[config.mk]
export PLATFORM = sky130hd
export DESIGN_NAME = ir_pulse_width_decoder_top_flat
export DESIGN_NICKNAME = d
export VERILOG_FILES = /design/src/sv/ipwd_pkg.sv /design/src/sv/ipwd_if.sv /design/src/sv/ir_pulse_width_decoder_top.sv /design/src/sv/ipwd_cfg_regs.sv /design/src/sv/ipwd_core.sv /design/src/flat_wrapper.sv
export SDC_FILE = /design/constraint.sdc
export NUM_CORES = 1
export LEC_CHECK = 0
export BUFFER_PORTS_ARGS = -buffer_cell sky130_fd_sc_hd__buf_2
export CORE_MARGIN = 5
export CORE_UTILIZATION = 50
export CTS_BUF_LIST = sky130_fd_sc_hd__clkbuf_8 sky130_fd_sc_hd__clkbuf_16
export CTS_CLUSTER_DIAMETER = 40
export CTS_CLUSTER_SIZE = 20
export DETAILED_ROUTE_END_ITERATION = 16
export GPL_TIMING_DRIVEN = 0
export PLACE_DENSITY = 0.71
export SLEW_MARGIN = 20
export SYNTH_ARGS = -nofsm -noshare
export SYNTH_HDL_FRONTEND = slang
export SYNTH_SLANG_ARGS = --single-unit
export TNS_END_PERCENT = 100
[constraint.sdc]
create_clock -name clk -period 4.94 [get_ports clk]
set_clock_uncertainty 0.15 [all_clocks]
set_input_delay 1.235 -clock clk [delete_from_list [all_inputs] [get_ports clk]]
set_output_delay 1.235 -clock clk [all_outputs]
set_load 0.005 [all_outputs]
[src/sv/ipwd_pkg.sv]
// ipwd_pkg: shared constants, types and helpers for the ir pulse-width decoder
// no dependencies; imported by the interfaces, the submodules and the top level
package ipwd_pkg;

  // defaults for the top-level parameters
  localparam int unsigned CODE_BITS_DEF  = 4;
  localparam int unsigned STAMP_BITS_DEF = 16;

  // configuration register file
  localparam int unsigned REG_W     = 16;
  localparam int unsigned REG_COUNT = 6;
  localparam int unsigned IDX_W     = $clog2(REG_COUNT);

  localparam logic [IDX_W-1:0] REG_HEADER_LOW  = IDX_W'(0);
  localparam logic [IDX_W-1:0] REG_HEADER_HIGH = IDX_W'(1);
  localparam logic [IDX_W-1:0] REG_ZERO_LOW    = IDX_W'(2);
  localparam logic [IDX_W-1:0] REG_ZERO_HIGH   = IDX_W'(3);
  localparam logic [IDX_W-1:0] REG_ONE_LOW     = IDX_W'(4);
  localparam logic [IDX_W-1:0] REG_ONE_HIGH    = IDX_W'(5);

  localparam logic [REG_W-1:0] HEADER_LOW_RST  = REG_W'(300);
  localparam logic [REG_W-1:0] HEADER_HIGH_RST = REG_W'(600);
  localparam logic [REG_W-1:0] ZERO_LOW_RST    = REG_W'(100);
  localparam logic [REG_W-1:0] ZERO_HIGH_RST   = REG_W'(350);
  localparam logic [REG_W-1:0] ONE_LOW_RST     = REG_W'(650);
  localparam logic [REG_W-1:0] ONE_HIGH_RST    = REG_W'(1100);

  // pulse-width windows, all bounds exclusive
  typedef struct packed {
    logic [REG_W-1:0] header_low;
    logic [REG_W-1:0] header_high;
    logic [REG_W-1:0] zero_low;
    logic [REG_W-1:0] zero_high;
    logic [REG_W-1:0] one_low;
    logic [REG_W-1:0] one_high;
  } win_cfg_t;

  // status from the decode core
  typedef struct packed {
    logic receiving;
    logic emit;
  } core_stat_t;

  // strict window test on widths up to 32 bits
  function automatic logic in_win(input logic [31:0] w, input logic [31:0] lo,
                                  input logic [31:0] hi);
    in_win = (w > lo) && (w < hi);
  endfunction

endpackage

[src/sv/ipwd_if.sv]
// ipwd_if: valid/ready channel interfaces for edge events and decoded codes
// depends on ipwd_pkg for default widths
interface ipwd_in_if #(
  parameter int unsigned STAMP_BITS = ipwd_pkg::STAMP_BITS_DEF
);
  logic                  valid;
  logic                  ready;
  logic [STAMP_BITS-1:0] capture_time;
  logic                  line_level;

  modport source (output valid, output capture_time, output line_level, input ready);
  modport sink   (input valid, input capture_time, input line_level, output ready);
endinterface

interface ipwd_out_if #(
  parameter int unsigned CODE_BITS = ipwd_pkg::CODE_BITS_DEF
);
  logic                 valid;
  logic                 ready;
  logic [CODE_BITS-1:0] code;

  modport source (output valid, output code, input ready);
  modport sink   (input valid, input code, output ready);
endinterface

[src/sv/ir_pulse_width_decoder_top.sv]
// ir_pulse_width_decoder_top: top level of the ir remote pulse-width decoder
// depends on ipwd_pkg, ipwd_if, ipwd_cfg_regs and ipwd_core
//
// Decodes ir remote frames from input-capture edge requests. A request with line_level 0
// records capture_time as the pulse start; one with line_level 1 measures the pulse
// width (modulo 2^STAMP_BITS) and classifies it against the header, zero and one
// windows, each exclusive at both ends. A header width opens a new frame at any time;
// zero and one widths shift bits in, first bit landing in the msb; any other width in a
// frame aborts it, and widths outside a frame are dropped. After CODE_BITS bits one
// code request goes out. The block takes one edge request per clock while no untaken
// result stalls it; a request is held in the input register, and its code is written
// to the result register when it is taken from there. A single subtract and three
// window compares lie between those registers. A pending result that is not taken stalls
// the input register, and in_ch.ready follows. The window registers are written through
// cfg_we/cfg_index/cfg_wdata in the order header_low, header_high, zero_low, zero_high,
// one_low, one_high; indexes past the list are ignored, writes belong in idle periods.
module ir_pulse_width_decoder_top #(
  parameter int unsigned CODE_BITS  = ipwd_pkg::CODE_BITS_DEF,
  parameter int unsigned STAMP_BITS = ipwd_pkg::STAMP_BITS_DEF
) (
  input  logic                       clk,
  input  logic                       rst_n,
  ipwd_in_if.sink                    in_ch,
  ipwd_out_if.source                 out_ch,
  input  logic                       cfg_we,
  input  logic [ipwd_pkg::IDX_W-1:0] cfg_index,
  input  logic [ipwd_pkg::REG_W-1:0] cfg_wdata
);
  import ipwd_pkg::*;

  win_cfg_t   win;
  core_stat_t stat;

  // window registers
  ipwd_cfg_regs u_cfg (
    .clk       (clk),
    .rst_n     (rst_n),
    .cfg_we    (cfg_we),
    .cfg_index (cfg_index),
    .cfg_wdata (cfg_wdata),
    .win       (win)
  );

  // pulse measurement and frame decode
  ipwd_core #(
    .CODE_BITS  (CODE_BITS),
    .STAMP_BITS (STAMP_BITS)
  ) u_core (
    .clk             (clk),
    .rst_n           (rst_n),
    .win             (win),
    .in_valid        (in_ch.valid),
    .in_ready        (in_ch.ready),
    .in_capture_time (in_ch.capture_time),
    .in_line_level   (in_ch.line_level),
    .out_valid       (out_ch.valid),
    .out_ready       (out_ch.ready),
    .out_code        (out_ch.code),
    .stat            (stat)
  );

`ifndef SYNTHESIS
  // a finished frame always drops back to idle
  a_idle_after_code: assert property (@(posedge clk) disable iff (!rst_n)
    stat.emit |=> !stat.receiving)
    else $error("frame still open after code was produced");

  // a new code never overwrites one that is still waiting
  a_no_overwrite: assert property (@(posedge clk) disable iff (!rst_n)
    stat.emit |-> (!out_ch.valid || out_ch.ready))
    else $error("code produced while result register held an untaken code");

  // reset leaves no result pending
  a_reset_clears: assert property (@(posedge clk)
    !rst_n |=> !out_ch.valid)
    else $error("result valid right after reset");
`endif

endmodule

[src/sv/ipwd_cfg_regs.sv]
// ipwd_cfg_regs: write-only register file holding the six bounds of the three pulse-width windows
// depends on ipwd_pkg
module ipwd_cfg_regs (
  input  logic                        clk,
  input  logic                        rst_n,
  input  logic                        cfg_we,
  input  logic [ipwd_pkg::IDX_W-1:0]  cfg_index,
  input  logic [ipwd_pkg::REG_W-1:0]  cfg_wdata,
  output ipwd_pkg::win_cfg_t          win
);
  import ipwd_pkg::*;

  win_cfg_t win_r;
  win_cfg_t win_nxt;

  always_comb begin
    win_nxt = win_r;
    if (cfg_we) begin
      unique case (cfg_index)
        REG_HEADER_LOW:  win_nxt.header_low  = cfg_wdata;
        REG_HEADER_HIGH: win_nxt.header_high = cfg_wdata;
        REG_ZERO_LOW:    win_nxt.zero_low    = cfg_wdata;
        REG_ZERO_HIGH:   win_nxt.zero_high   = cfg_wdata;
        REG_ONE_LOW:     win_nxt.one_low     = cfg_wdata;
        REG_ONE_HIGH:    win_nxt.one_high    = cfg_wdata;
        default:         win_nxt = win_r;
      endcase
    end
  end

  always_ff @(posedge clk) begin
    if (!rst_n) begin
      win_r.header_low  <= HEADER_LOW_RST;
      win_r.header_high <= HEADER_HIGH_RST;
      win_r.zero_low    <= ZERO_LOW_RST;
      win_r.zero_high   <= ZERO_HIGH_RST;
      win_r.one_low     <= ONE_LOW_RST;
      win_r.one_high    <= ONE_HIGH_RST;
    end else begin
      win_r <= win_nxt;
    end
  end

  assign win = win_r;

endmodule

[src/sv/ipwd_core.sv]
// ipwd_core: input register, frame state, width classification and result register
// depends on ipwd_pkg
module ipwd_core #(
  parameter int unsigned CODE_BITS  = ipwd_pkg::CODE_BITS_DEF,
  parameter int unsigned STAMP_BITS = ipwd_pkg::STAMP_BITS_DEF
) (
  input  logic                  clk,
  input  logic                  rst_n,
  input  ipwd_pkg::win_cfg_t    win,
  input  logic                  in_valid,
  output logic                  in_ready,
  input  logic [STAMP_BITS-1:0] in_capture_time,
  input  logic                  in_line_level,
  output logic                  out_valid,
  input  logic                  out_ready,
  output logic [CODE_BITS-1:0]  out_code,
  output ipwd_pkg::core_stat_t  stat
);
  import ipwd_pkg::*;

  localparam int unsigned CNT_W = $clog2(CODE_BITS + 1);

  // input register
  logic                  s1_valid_r, s1_valid_nxt;
  logic [STAMP_BITS-1:0] s1_time_r;
  logic                  s1_level_r;

  // frame state
  logic [STAMP_BITS-1:0] pulse_start_r, pulse_start_nxt;
  logic                  receiving_r, receiving_nxt;
  logic [CNT_W-1:0]      bits_r, bits_nxt;
  logic [CODE_BITS-1:0]  code_r, code_nxt;

  // result register
  logic                  out_valid_r, out_valid_nxt;
  logic [CODE_BITS-1:0]  out_code_r, out_code_nxt;

  logic                  go;
  logic                  take;
  logic [STAMP_BITS-1:0] width;
  logic [31:0]           width32;
  logic                  hdr_hit, zero_hit, one_hit;
  logic [CNT_W-1:0]      bits_inc;
  logic                  emit;

  assign go       = !out_valid_r || out_ready;
  assign take     = s1_valid_r && go;
  assign in_ready = !s1_valid_r || go;

  assign width    = s1_time_r - pulse_start_r;
  assign width32  = 32'(width);
  assign hdr_hit  = in_win(width32, 32'(win.header_low), 32'(win.header_high));
  assign zero_hit = in_win(width32, 32'(win.zero_low), 32'(win.zero_high));
  assign one_hit  = in_win(width32, 32'(win.one_low), 32'(win.one_high));
  assign bits_inc = bits_r + CNT_W'(1);

  always_comb begin
    pulse_start_nxt = pulse_start_r;
    receiving_nxt   = receiving_r;
    bits_nxt        = bits_r;
    code_nxt        = code_r;
    emit            = 1'b0;
    if (take) begin
      if (!s1_level_r) begin
        pulse_start_nxt = s1_time_r;
      end else if (hdr_hit) begin
        // header wins, even mid-frame
        receiving_nxt = 1'b1;
        bits_nxt      = '0;
        code_nxt      = '0;
      end else if (receiving_r) begin
        if (zero_hit || one_hit) begin
          code_nxt = CODE_BITS'({code_r, !zero_hit});
          bits_nxt = bits_inc;
          if (bits_inc == CNT_W'(CODE_BITS)) begin
            receiving_nxt = 1'b0;
            emit          = 1'b1;
          end
        end else begin
          // unknown width aborts, bit count and code kept
          receiving_nxt = 1'b0;
        end
      end
    end
  end

  always_comb begin
    s1_valid_nxt = s1_valid_r;
    if (in_valid && in_ready) begin
      s1_valid_nxt = 1'b1;
    end else if (take) begin
      s1_valid_nxt = 1'b0;
    end
    out_valid_nxt = out_valid_r;
    out_code_nxt  = out_code_r;
    if (emit) begin
      out_valid_nxt = 1'b1;
      out_code_nxt  = code_nxt;
    end else if (out_ready) begin
      out_valid_nxt = 1'b0;
    end
  end

  always_ff @(posedge clk) begin
    if (!rst_n) begin
      s1_valid_r    <= 1'b0;
      out_valid_r   <= 1'b0;
      pulse_start_r <= '0;
      receiving_r   <= 1'b0;
      bits_r        <= '0;
      code_r        <= '0;
    end else begin
      s1_valid_r    <= s1_valid_nxt;
      out_valid_r   <= out_valid_nxt;
      pulse_start_r <= pulse_start_nxt;
      receiving_r   <= receiving_nxt;
      bits_r        <= bits_nxt;
      code_r        <= code_nxt;
    end
  end

  always_ff @(posedge clk) begin
    if (in_valid && in_ready) begin
      s1_time_r  <= in_capture_time;
      s1_level_r <= in_line_level;
    end
    out_code_r <= out_code_nxt;
  end

  assign out_valid      = out_valid_r;
  assign out_code       = out_code_r;
  assign stat.receiving = receiving_r;
  assign stat.emit      = emit;

endmodule

[src/flat_wrapper.sv]
// flat-port wrapper written by rule: the top's interface ports become plain ports
module ir_pulse_width_decoder_top_flat import ipwd_pkg::*;
#(
  parameter int unsigned CODE_BITS  = ipwd_pkg::CODE_BITS_DEF,
  parameter int unsigned STAMP_BITS = ipwd_pkg::STAMP_BITS_DEF
)
  (clk, rst_n, cfg_we, cfg_index, cfg_wdata, in_ch_valid, in_ch_capture_time, in_ch_line_level, in_ch_ready, out_ch_valid, out_ch_code, out_ch_ready);
  ipwd_in_if #(.STAMP_BITS(STAMP_BITS)) in_ch_i ();
  ipwd_out_if #(.CODE_BITS(CODE_BITS)) out_ch_i ();
  input  logic clk;
  input  logic rst_n;
  input  logic cfg_we;
  input  logic [ipwd_pkg::IDX_W-1:0] cfg_index;
  input  logic [ipwd_pkg::REG_W-1:0] cfg_wdata;
  input wire logic [$bits(in_ch_i.valid)-1:0] in_ch_valid;
  input wire logic [$bits(in_ch_i.capture_time)-1:0] in_ch_capture_time;
  input wire logic [$bits(in_ch_i.line_level)-1:0] in_ch_line_level;
  output wire logic [$bits(in_ch_i.ready)-1:0] in_ch_ready;
  output wire logic [$bits(out_ch_i.valid)-1:0] out_ch_valid;
  output wire logic [$bits(out_ch_i.code)-1:0] out_ch_code;
  input wire logic [$bits(out_ch_i.ready)-1:0] out_ch_ready;
  assign in_ch_i.valid = in_ch_valid;
  assign in_ch_i.capture_time = in_ch_capture_time;
  assign in_ch_i.line_level = in_ch_line_level;
  assign in_ch_ready = in_ch_i.ready;
  assign out_ch_valid = out_ch_i.valid;
  assign out_ch_code = out_ch_i.code;
  assign out_ch_i.ready = out_ch_ready;
  ir_pulse_width_decoder_top #(.CODE_BITS(CODE_BITS), .STAMP_BITS(STAMP_BITS)) u_core (.clk(clk), .rst_n(rst_n), .in_ch(in_ch_i), .out_ch(out_ch_i), .cfg_we(cfg_we), .cfg_index(cfg_index), .cfg_wdata(cfg_wdata));
endmodule
# Word-level counts from Yosys, hierarchy flattened
# Cells that the tools add are included.
# word_totals
reg_bits,143
latch_bits,0
ram_bits,0
mem_bits_ro,0
wordCells,77
mem_count,0
# op_classes
n_addsub,2
mul,0
div,0
magnitude_cmp,6
eq_ne,6
shift,0
mux,22
bitwise_logic,1
reduce_logical,25
# op_table
cell,n
> comparator 16 bit,3
< comparator 16 bit,3
2-to-1 mux 4 bit,5
AND reduction 2 bit,8
subtractor 16 bit,1
2-to-1 mux 1 bit,14
"equality test 3 bit, second input constant",3
2-to-1 mux 3 bit,3
nonzero test 2 bit,4
"equality test 3 x 2 -> 1 bit, second input constant",2
logical AND 1 bit,5
AND reduction 4 bit,1
"adder 3 x 1 -> 3 bit, second input constant",1
"equality test 3 x 1 -> 1 bit, second input constant",1
zero test 1 bit,3
zero test 3 bit,1
logical OR 1 bit,3
inverter 1 bit,1

# Longest topological paths before layout
# Gate-level depths: netlist of run 1.
# depth
word_depth,10
depth_mapped,21
mapped_depth_nobuf,20

# By module
# Synthesis of run 1 repeated with hierarchy kept, for this count alone.
# hier_totals
cells_unflattened,930
area_unflattened_um2,8531.9
# modules_own_cells
mod,instances,cells_each,area_each_um2
ipwd_core,1,578,4839.6
ipwd_cfg_regs,1,352,3692.3

# Least setup slack after synthesis of run 1
# OpenSTA, ideal clock, no wires.
# synth_path
path_kind,register to register
from,reg u_core.u_core.s1_time_r[0]
to,"reg u_core.u_core.out_code_r[0], in the netlist u_core.u_core.out_code[0], enable pin"
setup_time_ns,0.304
t_arrival_ns,3.942
required_time_ns,4.486
path_slack_ns,0.544
stages_incl_launch_ff,20
path_cell_list,edfxtp_1 inv_1 ha_1 fa_1 nor2b_1 o21ai_1 a21boi_1 o211ai_1 a31oi_1 a21o_1 a21oi_1 xnor2_1 ha_1 a21o_1 a221o_1 a31oi_1 a211oi_4 nor2_2 nand4_1 inv_1
# synth_between
elab_chain_len,9
# synth_lines
element,line_no,rtl
"start, declared",ipwd_core.sv:25,logic [STAMP_BITS-1:0] s1_time_r;
"start signal, assigned",ipwd_core.sv:124,s1_time_r <= in_capture_time;
subtractor 16 bit *,ipwd_core.sv:50,assign width = s1_time_r - pulse_start_r;
> comparator 16 bit or < comparator 16 bit (tied branches),ipwd_pkg.sv:47,in_win = (w > lo) && (w < hi);
logical AND 1 bit,ipwd_pkg.sv:47,
logical OR 1 bit,ipwd_core.sv:72,if (zero_hit || one_hit) begin
2-to-1 mux 1 bit,ipwd_core.sv:72,
2-to-1 mux 1 bit,ipwd_core.sv:71,end else if (receiving_r) begin
2-to-1 mux 1 bit *,ipwd_core.sv:66,end else if (hdr_hit) begin
2-to-1 mux 1 bit *,ipwd_core.sv:64,if (!s1_level_r) begin
2-to-1 mux 1 bit *,ipwd_core.sv:63,if (take) begin
net u_core.u_core.emit,ipwd_core.sv:44,logic emit;
"end signal, assigned",ipwd_core.sv:127,out_code_r <= out_code_nxt;
"end, declared",ipwd_core.sv:36,"logic [CODE_BITS-1:0] out_code_r, out_code_nxt;"
# Mark *: on every way through the listed nets, which the timed path passes. The rest lies on a longest branch.
# A chain may end at the register's enable or synchronous reset.

# Worst setup path in the final report of run 1
# Same ends and word-level chain as after synthesis.

==> impl_metrics.ini, run 1 <==
[cells_and_area]
area_delta_synth_final_pct = 16.00
n_fill_cell = 1415
design.final.nets = 1197
fin_area_um2 = 9296
diodes = 0
final_instance_count_excl_fillers = 1274
layout_cells_sized_above_1 = 0.1049

[synthesis]
ys_async_sr_fraction = 0
yosysTopAreaCellShare = 0.3048
most_common_cell_in_the_netlist = sky130_fd_sc_hd__nand2_1
synth_sequential_area_ratio = 0.3835
number_of_enable_type_register_cells_in_the_synthesized_netlist = 21
syn_inst_count = 972
synth.cells.most_frequent = sky130_fd_sc_hd__nand2_1 (225), sky130_fd_sc_hd__a21oi_1 (123), sky130_fd_sc_hd__dfxtp_1 (122)
synth_area_um2 = 8014
post_synth_main_area_contributors = sky130_fd_sc_hd__dfxtp_1 (30%), sky130_fd_sc_hd__ha_1 (17%), sky130_fd_sc_hd__nand2_1 (11%)
synth_top_flop_cell = sky130_fd_sc_hd__dfxtp_1
synth.distinct_cells = 55
yosysWarnings = 0
yosys_register_bits = 143
synthesis.nets = 1124
leading_area_contributor_after_synthesis = sky130_fd_sc_hd__dfxtp_1
synth.avg_cell_area_um2 = 8.245

[critical_path]
worst_setup_start_kind = flip-flop
critical_path_cell_list = inv_1 > ha_1 > fa_2 > nor2b_1 > o21ai_1 > a21boi_2 > buf_4 > o21a_1 > nor2_1 > xnor2_2 > ha_1 > and3_1 > a221o_1 > a31oi_1 > o21ai_1 > o2111ai_1 > a21o_1 > buf_6 > nand4_1 > inv_2
critical_path_arrival_ns = 4.71
crit_fanout = 9
crit_path_top_delay_cell = sky130_fd_sc_hd__xnor2_2
worstPathRequired_ns = 4.93
r2r-end = u_core.u_core.out_code[0]
worstSetupEndpointType = flip-flop
path_depth_of_the_worst_reg2reg_path = 20
worstSetupPathType = reg2reg
startpoint_of_the_worst_slack_reg_to_reg_timing_path = u_core.u_core.s1_time_r[0]
rrSetupSlack_ns = 0.21
cp_slowest_stage_delay_ns = 0.44

[clock_tree]
clock_slew_seen_by_the_registers_of_the_worst_setup_and_hold_paths_ns = 0.06
cts_bufs_inserted = 17
clock_tree_from_tritoncts = yes
number_of_h_tree_levels = 4
clock_latency_reported_for_the_late_side_of_the_worst_skew_pair_ns = 0.43
cts.hold.buffers_added = 0
clock_tree.root_cell = sky130_fd_sc_hd__clkbuf_16
clkSinkCount = 143
cts-root-to-sink-buffers = 2

[placed_design]
io_buffers = 46
dpl.cell_count = 1234
place_hpwl_um = 15390
place_area_um2 = 8514
dp_worst_setup_slack_ns = -0.5418
gp_routability_congestion = 0.9061

[timing]
finalMaxSlewViolations = 0
max_freq_ghz = 0.2116
tightestPinTransition_ns = 0.9389
timing.final.hold_violations = 0
timing.final.setup_violations = 0
whs_ns = 0.3033
finalWorstSetupSlack_ns = 0.2135
period_share = 0.9568
worst_slew_margin_rel = 0.3695
grt_setup_unrepaired = no
fin_crit_ns = 4.726
sum_neg_setup_slack_ns = 0

[grt]
grt-ovfl-total = 0
grt_antenna_before_repair = 0
via_count_of_the_first_global_routing_pass = 6272
gr-usage-all-layers = 0.2282
grt_pass1_wl_um = 33090
largest_net_degree_at_the_start_of_global_routing = 18

[min_path]
hold_crit_start = u_core.u_cfg.win[62]
hold_path.class = reg2reg
min_delay_path_depth = 2
whs_endpoint = u_core.u_cfg.win[62]

[die]
chipHeight_um = 136.6
rows = 46
top_level_ports = 47
die_width_um = 136.6
core-area_um2 = 15830
floorplan.initialDensity = 0.5063
dieArea_um2 = 18660

[routing]
routedWlPerCell_um = 16.08
detail_route.first_pass.iterations = 5
detail_route.wirelength_um = 20480
detailedRoute.firstIterationViolations = 498
drc = 0
detail-route-antenna-nets = 0
detailed_route_via_count = 6920
via_per_inst = 5.432

[pwr]
total_leakage_power_nw = 3.765
power_per_cell_area_nw_per_um2 = 363.3
ir_worst_vdd_uv = 260.3

[job]
cap_viol_max_count = 0

[status]
status = finished clean
## final cells by class
cell class              instances  area [um^2]  share of cell area
plain buffers                  33        132.6             0.01427
inverters                     112        420.4             0.04522
repair buffers                 54        290.3             0.03122
clock inverters                15        175.2             0.01884
clock buffers                  17        425.4             0.04576
flip-flops and latches        143         3073              0.3306
well taps                     216        270.3             0.02907
multi-input cells             684         4509              0.4851
## worst max-delay path by stage
stage / startpoint / endpoint / slack, ns / cells after the start
3_5_place_dp: u_core.u_core.s1_time_r[0] / u_core.u_core.out_code[0] / -0.54 / 20
4_1_cts: u_core.u_core.s1_time_r[0] / u_core.u_core.out_code[0] / 0.0006 / 22
2_1_floorplan: u_core.u_core.s1_time_r[0] / u_core.u_core.out_code[0] / 0.54 / 19
3_3_place_gp: u_core.u_core.s1_time_r[0] / u_core.u_core.out_code[0] / -0.47 / 20
5_1_grt: u_core.u_core.s1_time_r[0] / u_core.u_core.out_code[0] / 0.007 / 21
6_report: u_core.u_core.s1_time_r[0] / u_core.u_core.out_code[0] / 0.21 / 20
## metrics by stage
step                      power (mW)    util
after floorplan                1.791       -
after global placement         1.987  0.5379
after detailed placement       2.009  0.5379
after CTS                      3.345  0.5788
after global routing           3.547  0.5874
final                          3.378  0.5874
## cells by family (layout without fill, tap and decap cells)
family | count (synthesis) | count (layout) | synth area share
xor+xnor | 14 | 14 | 0.01530
simple gates | 323 | 323 | 0.1752
flops | 143 | 143 | 0.3834
fa+ha+maj | 111 | 111 | 0.1742
buf+inv | 145 | 231 | 0.06901
compound gates | 236 | 236 | 0.1828
## flip-flops by register name, indices dropped and copies added, names as in the netlist
signal and count:
u_core.u_core.bits_r 3, u_core.u_core.s1_level_r 1, u_core.u_core.pulse_start_r 16, u_core.u_core.receiving_r 1, u_core.u_cfg.win 96, u_core.u_core.s1_valid_r 1
u_core.u_core.code_r 4, u_core.u_core.out_valid 1, u_core.u_core.s1_time_r 16, u_core.u_core.out_code 4
## report_power, final
part | leakage [nW] | switching [mW] | total (mW) | internal, mW
clock | 0.292 | 0.489 | 1.32 | 0.831
sequential | 1.19 | 0.0189 | 1.24 | 1.22
combinational | 2.29 | 0.493 | 0.820 | 0.327
total | 3.76 | 1.00 | 3.38 | 2.38
## routing by layer
layer	share of wire	track usage
met1	0.47	0.3217
met2	0.45	0.3541
met3	0.062	0.03787
met4	0.019	0.08007
met5	0	0
## cells in the final DEF (no fill, tap or decap), types with 9 or more instances in the layout
master and instances:
sky130_fd_sc_hd__clkbuf_1 30, sky130_fd_sc_hd__ha_1 110, sky130_fd_sc_hd__o211ai_1 32, sky130_fd_sc_hd__dfxtp_1 122
sky130_fd_sc_hd__a21oi_1 122, sky130_fd_sc_hd__nand3_1 12, sky130_fd_sc_hd__clkbuf_16 17, sky130_fd_sc_hd__o21ai_0 14
sky130_fd_sc_hd__nor2_1 19, sky130_fd_sc_hd__nand2_1 225, sky130_fd_sc_hd__buf_2 47, sky130_fd_sc_hd__edfxtp_1 21
sky130_fd_sc_hd__inv_1 111, sky130_fd_sc_hd__a21o_1 18, sky130_fd_sc_hd__and3_1 10, sky130_fd_sc_hd__nand4_1 15
sky130_fd_sc_hd__nor2b_1 9
## timing repair
item / 4_1_cts / 5_1_grt
buffers inserted: 1 / 7
gates resized for setup: 6 / 14
gates cloned: 0 / 0
endpoints found under the setup margin: 17 / 17
hold endpoints to repair: 0 / 0
pin swaps: 2 / 13
## worst max-delay path, delay by kind of cell (launching register included)
family	cells	cell delay, ns
XOR/XNOR	1	0.44
flip-flops	1	0.35
AND/OR/NAND/NOR	4	0.50
buffers and inverters	4	0.45
AO/OA/AOI/OAI	8	1.61
adder cells (fa/ha/maj)	3	0.93
(Power assumes the default switching activity.)
==> run 2: changes to the inputs <==
BUFFER_PORTS_ARGS = unset   (was -buffer_cell sky130_fd_sc_hd__buf_2)
DONT_BUFFER_PORTS = 1   (was unset)
PLACE_DENSITY = 0.68   (was 0.71)
clock period = 5.7 ns   (was 4.94 ns; I/O delays follow)
==> run 2 against run 1 <==
Effect of this change:
- largest power group unchanged
- clock power decreased by 18%
- sequential power decreased by 14%
- critical path type unchanged
- cell count decreased by 4.2%
- worst setup slack improved by 0.14 ns
- first-iteration DRC count decreased by 8.8%
- worst hold slack got worse by 0.0020 ns
- wire length decreased by 2.5%
- critical path depth unchanged
- combinational power decreased by 23%
==> impl_metrics.ini, run 2 (same netlist as run 1, synthesis figures left out) <==
[grt]
gr-usage-all-layers = 0.2218
largest_net_degree_at_the_start_of_global_routing = 18
grt-ovfl-total = 0
via_count_of_the_first_global_routing_pass = 5976
grt_pass1_wl_um = 31710
grt_antenna_before_repair = 0

[routing]
routedWlPerCell_um = 16.37
detail_route.first_pass.iterations = 5
detailedRoute.firstIterationViolations = 454
detail-route-antenna-nets = 0
detail_route.wirelength_um = 19970
via_per_inst = 5.404
drc = 0
detailed_route_via_count = 6593

[min_path]
hold_path.class = reg2reg
whs_endpoint = u_core.u_core.pulse_start_r[11]
hold_crit_start = u_core.u_core.pulse_start_r[11]
min_delay_path_depth = 2

[die]
rows = 46
die_width_um = 136.6
chipHeight_um = 136.6
top_level_ports = 47
core-area_um2 = 15830
floorplan.initialDensity = 0.5063
dieArea_um2 = 18660

[timing]
max_freq_ghz = 0.1871
tightestPinTransition_ns = 0.9670
whs_ns = 0.3013
grt_setup_unrepaired = no
timing.final.hold_violations = 0
finalMaxSlewViolations = 0
fin_crit_ns = 5.344
sum_neg_setup_slack_ns = 0
timing.final.setup_violations = 0
worst_slew_margin_rel = 0.3507
period_share = 0.9375

[critical_path]
worst_setup_start_kind = flip-flop
path_depth_of_the_worst_reg2reg_path = 20
critical_path_cell_list = inv_1 > ha_1 > fa_1 > nor2b_1 > o21ai_1 > a21boi_1 > o211ai_1 > nand2_1 > nor2_1 > xnor2_1 > ha_1 > nand4_1 > or3_1 > a21oi_1 > a211oi_1 > a21oi_2 > a21o_1 > buf_6 > nand4_1 > inv_1
worstSetupEndpointType = flip-flop
r2r-end = u_core.u_core.out_code[0]
critical_path_arrival_ns = 5.32
worstSetupPathType = reg2reg
crit_fanout = 9
crit_path_top_delay_cell = sky130_fd_sc_hd__xnor2_1
timing.critical_path.from = u_core.u_core.s1_time_r[0]
startpoint_of_the_worst_slack_reg_to_reg_timing_path = u_core.u_core.s1_time_r[0]
worstPathRequired_ns = 5.68
rrSetupSlack_ns = 0.36
cp_slowest_stage_delay_ns = 0.76

[cells_and_area]
n_fill_cell = 1479
design.final.nets = 1143
layout.cells.most_common = sky130_fd_sc_hd__nand2_1
area_delta_synth_final_pct = 10.62
diodes = 0
layout.area.seq_um2 = 3073
multi_input_comb_area_um2 = 4395
flip_flop_count_of_the_largest_register_after_layout = 96
layout_cells_sized_above_1 = 0.04582
final_instance_count_excl_fillers = 1220
layout_common_cells = sky130_fd_sc_hd__nand2_1 (225), sky130_fd_sc_hd__a21oi_1 (123), sky130_fd_sc_hd__dfxtp_1 (122)

[clock_tree]
cts-root-to-sink-buffers = 2
clock_tree_from_tritoncts = yes
clkSinkCount = 143
number_of_h_tree_levels = 4
post-cts-setup-buffers = 0
clock_latency_reported_for_the_late_side_of_the_worst_skew_pair_ns = 0.43
cts.hold.buffers_added = 0
clock_tree.root_cell = sky130_fd_sc_hd__clkbuf_16
clock_slew_seen_by_the_registers_of_the_worst_setup_and_hold_paths_ns = 0.06
postCtsResizedCells = 0
cts_bufs_inserted = 17

[pwr]
ir_worst_vdd_uv = 224.1
total_leakage_power_nw = 3.503
design_power_total_mw = 2.790
power_per_cell_area_nw_per_um2 = 314.7

[placed_design]
gp_routability_congestion = 0.8717
io_buffers = 0
dpl.cell_count = 1188
place_hpwl_um = 15330

[job]
cap_viol_max_count = 0

[status]
status = finished clean
==> run 2: cell types whose count changed in the layout (fill, tap and decap cells not counted), moves of 3 or more <==
cell / change
sky130_fd_sc_hd__buf_4: -8
sky130_fd_sc_hd__xnor2_2: -3
sky130_fd_sc_hd__buf_2: -46
sky130_fd_sc_hd__xnor2_1: +3
==> run 2: through the flow <==
| step | area [um^2] | setup WS [ns] | util |
|---|---|---|---|
| global route | 8865 | 0.09122 | 0.5601 |
| global placement | 8284 | 0.2018 | 0.5234 |
| floorplan | 8014 | 1.304 | - |
| detailed placement | 8284 | 0.1778 | 0.5234 |
| CTS | 8857 | 0.1325 | 0.5596 |
| finish | 8865 | 0.3563 | 0.5601 |
==> run 2: report_power, final <==
part	total [mW]	leakage (nW)	switching, mW	internal [mW]
Sequential	1.07	1.19	0.0161	1.06
Combinational	0.634	2.04	0.384	0.250
Clock	1.08	0.279	0.426	0.658
Total	2.79	3.50	0.826	1.96
==> run 2: layout make-up <==
| cell class | instances | area share |
|---|---|---|
| inverter | 112 | 0.04742 |
| clock inverter | 13 | 0.01355 |
| sequential | 143 | 0.3466 |
| clock buffer | 19 | 0.05109 |
| tap | 216 | 0.03049 |
| buffer | 33 | 0.01496 |
| multi-input combinational | 684 | 0.4958 |
==> run 2: worst max-delay path by stage <==
| stage | end | slack, ns |
|---|---|---|
| 2_1_floorplan | u_core.u_core.out_code[0] | 1.30 |
| 3_3_place_gp | u_core.u_core.out_code[0] | 0.20 |
| 3_5_place_dp | u_core.u_core.out_code[0] | 0.18 |
| 4_1_cts | u_core.u_core.out_code[0] | 0.13 |
| 5_1_grt | u_core.u_core.out_code[0] | 0.09 |
| 6_report | u_core.u_core.out_code[0] | 0.36 |
==> run 2: routing by layer <==
metal	part of all wire	up-vias	global-route usage
li1	-	3357	-
met5	0	-	0
met4	0.017	0	0.07559
met1	0.48	3055	0.3059
met2	0.45	154	0.3409
met3	0.055	27	0.05257
==> run 2: worst max-delay path: cells and delay by family, from the launching register on <==
kind | cells | cell delay [ns]
AND/OR/NAND/NOR | 6 | 0.99
buffers and inverters | 3 | 0.36
XOR/XNOR | 1 | 0.76
AO/OA/AOI/OAI | 7 | 1.54
flip-flops | 1 | 0.36
adder cells (fa/ha/maj) | 3 | 0.89
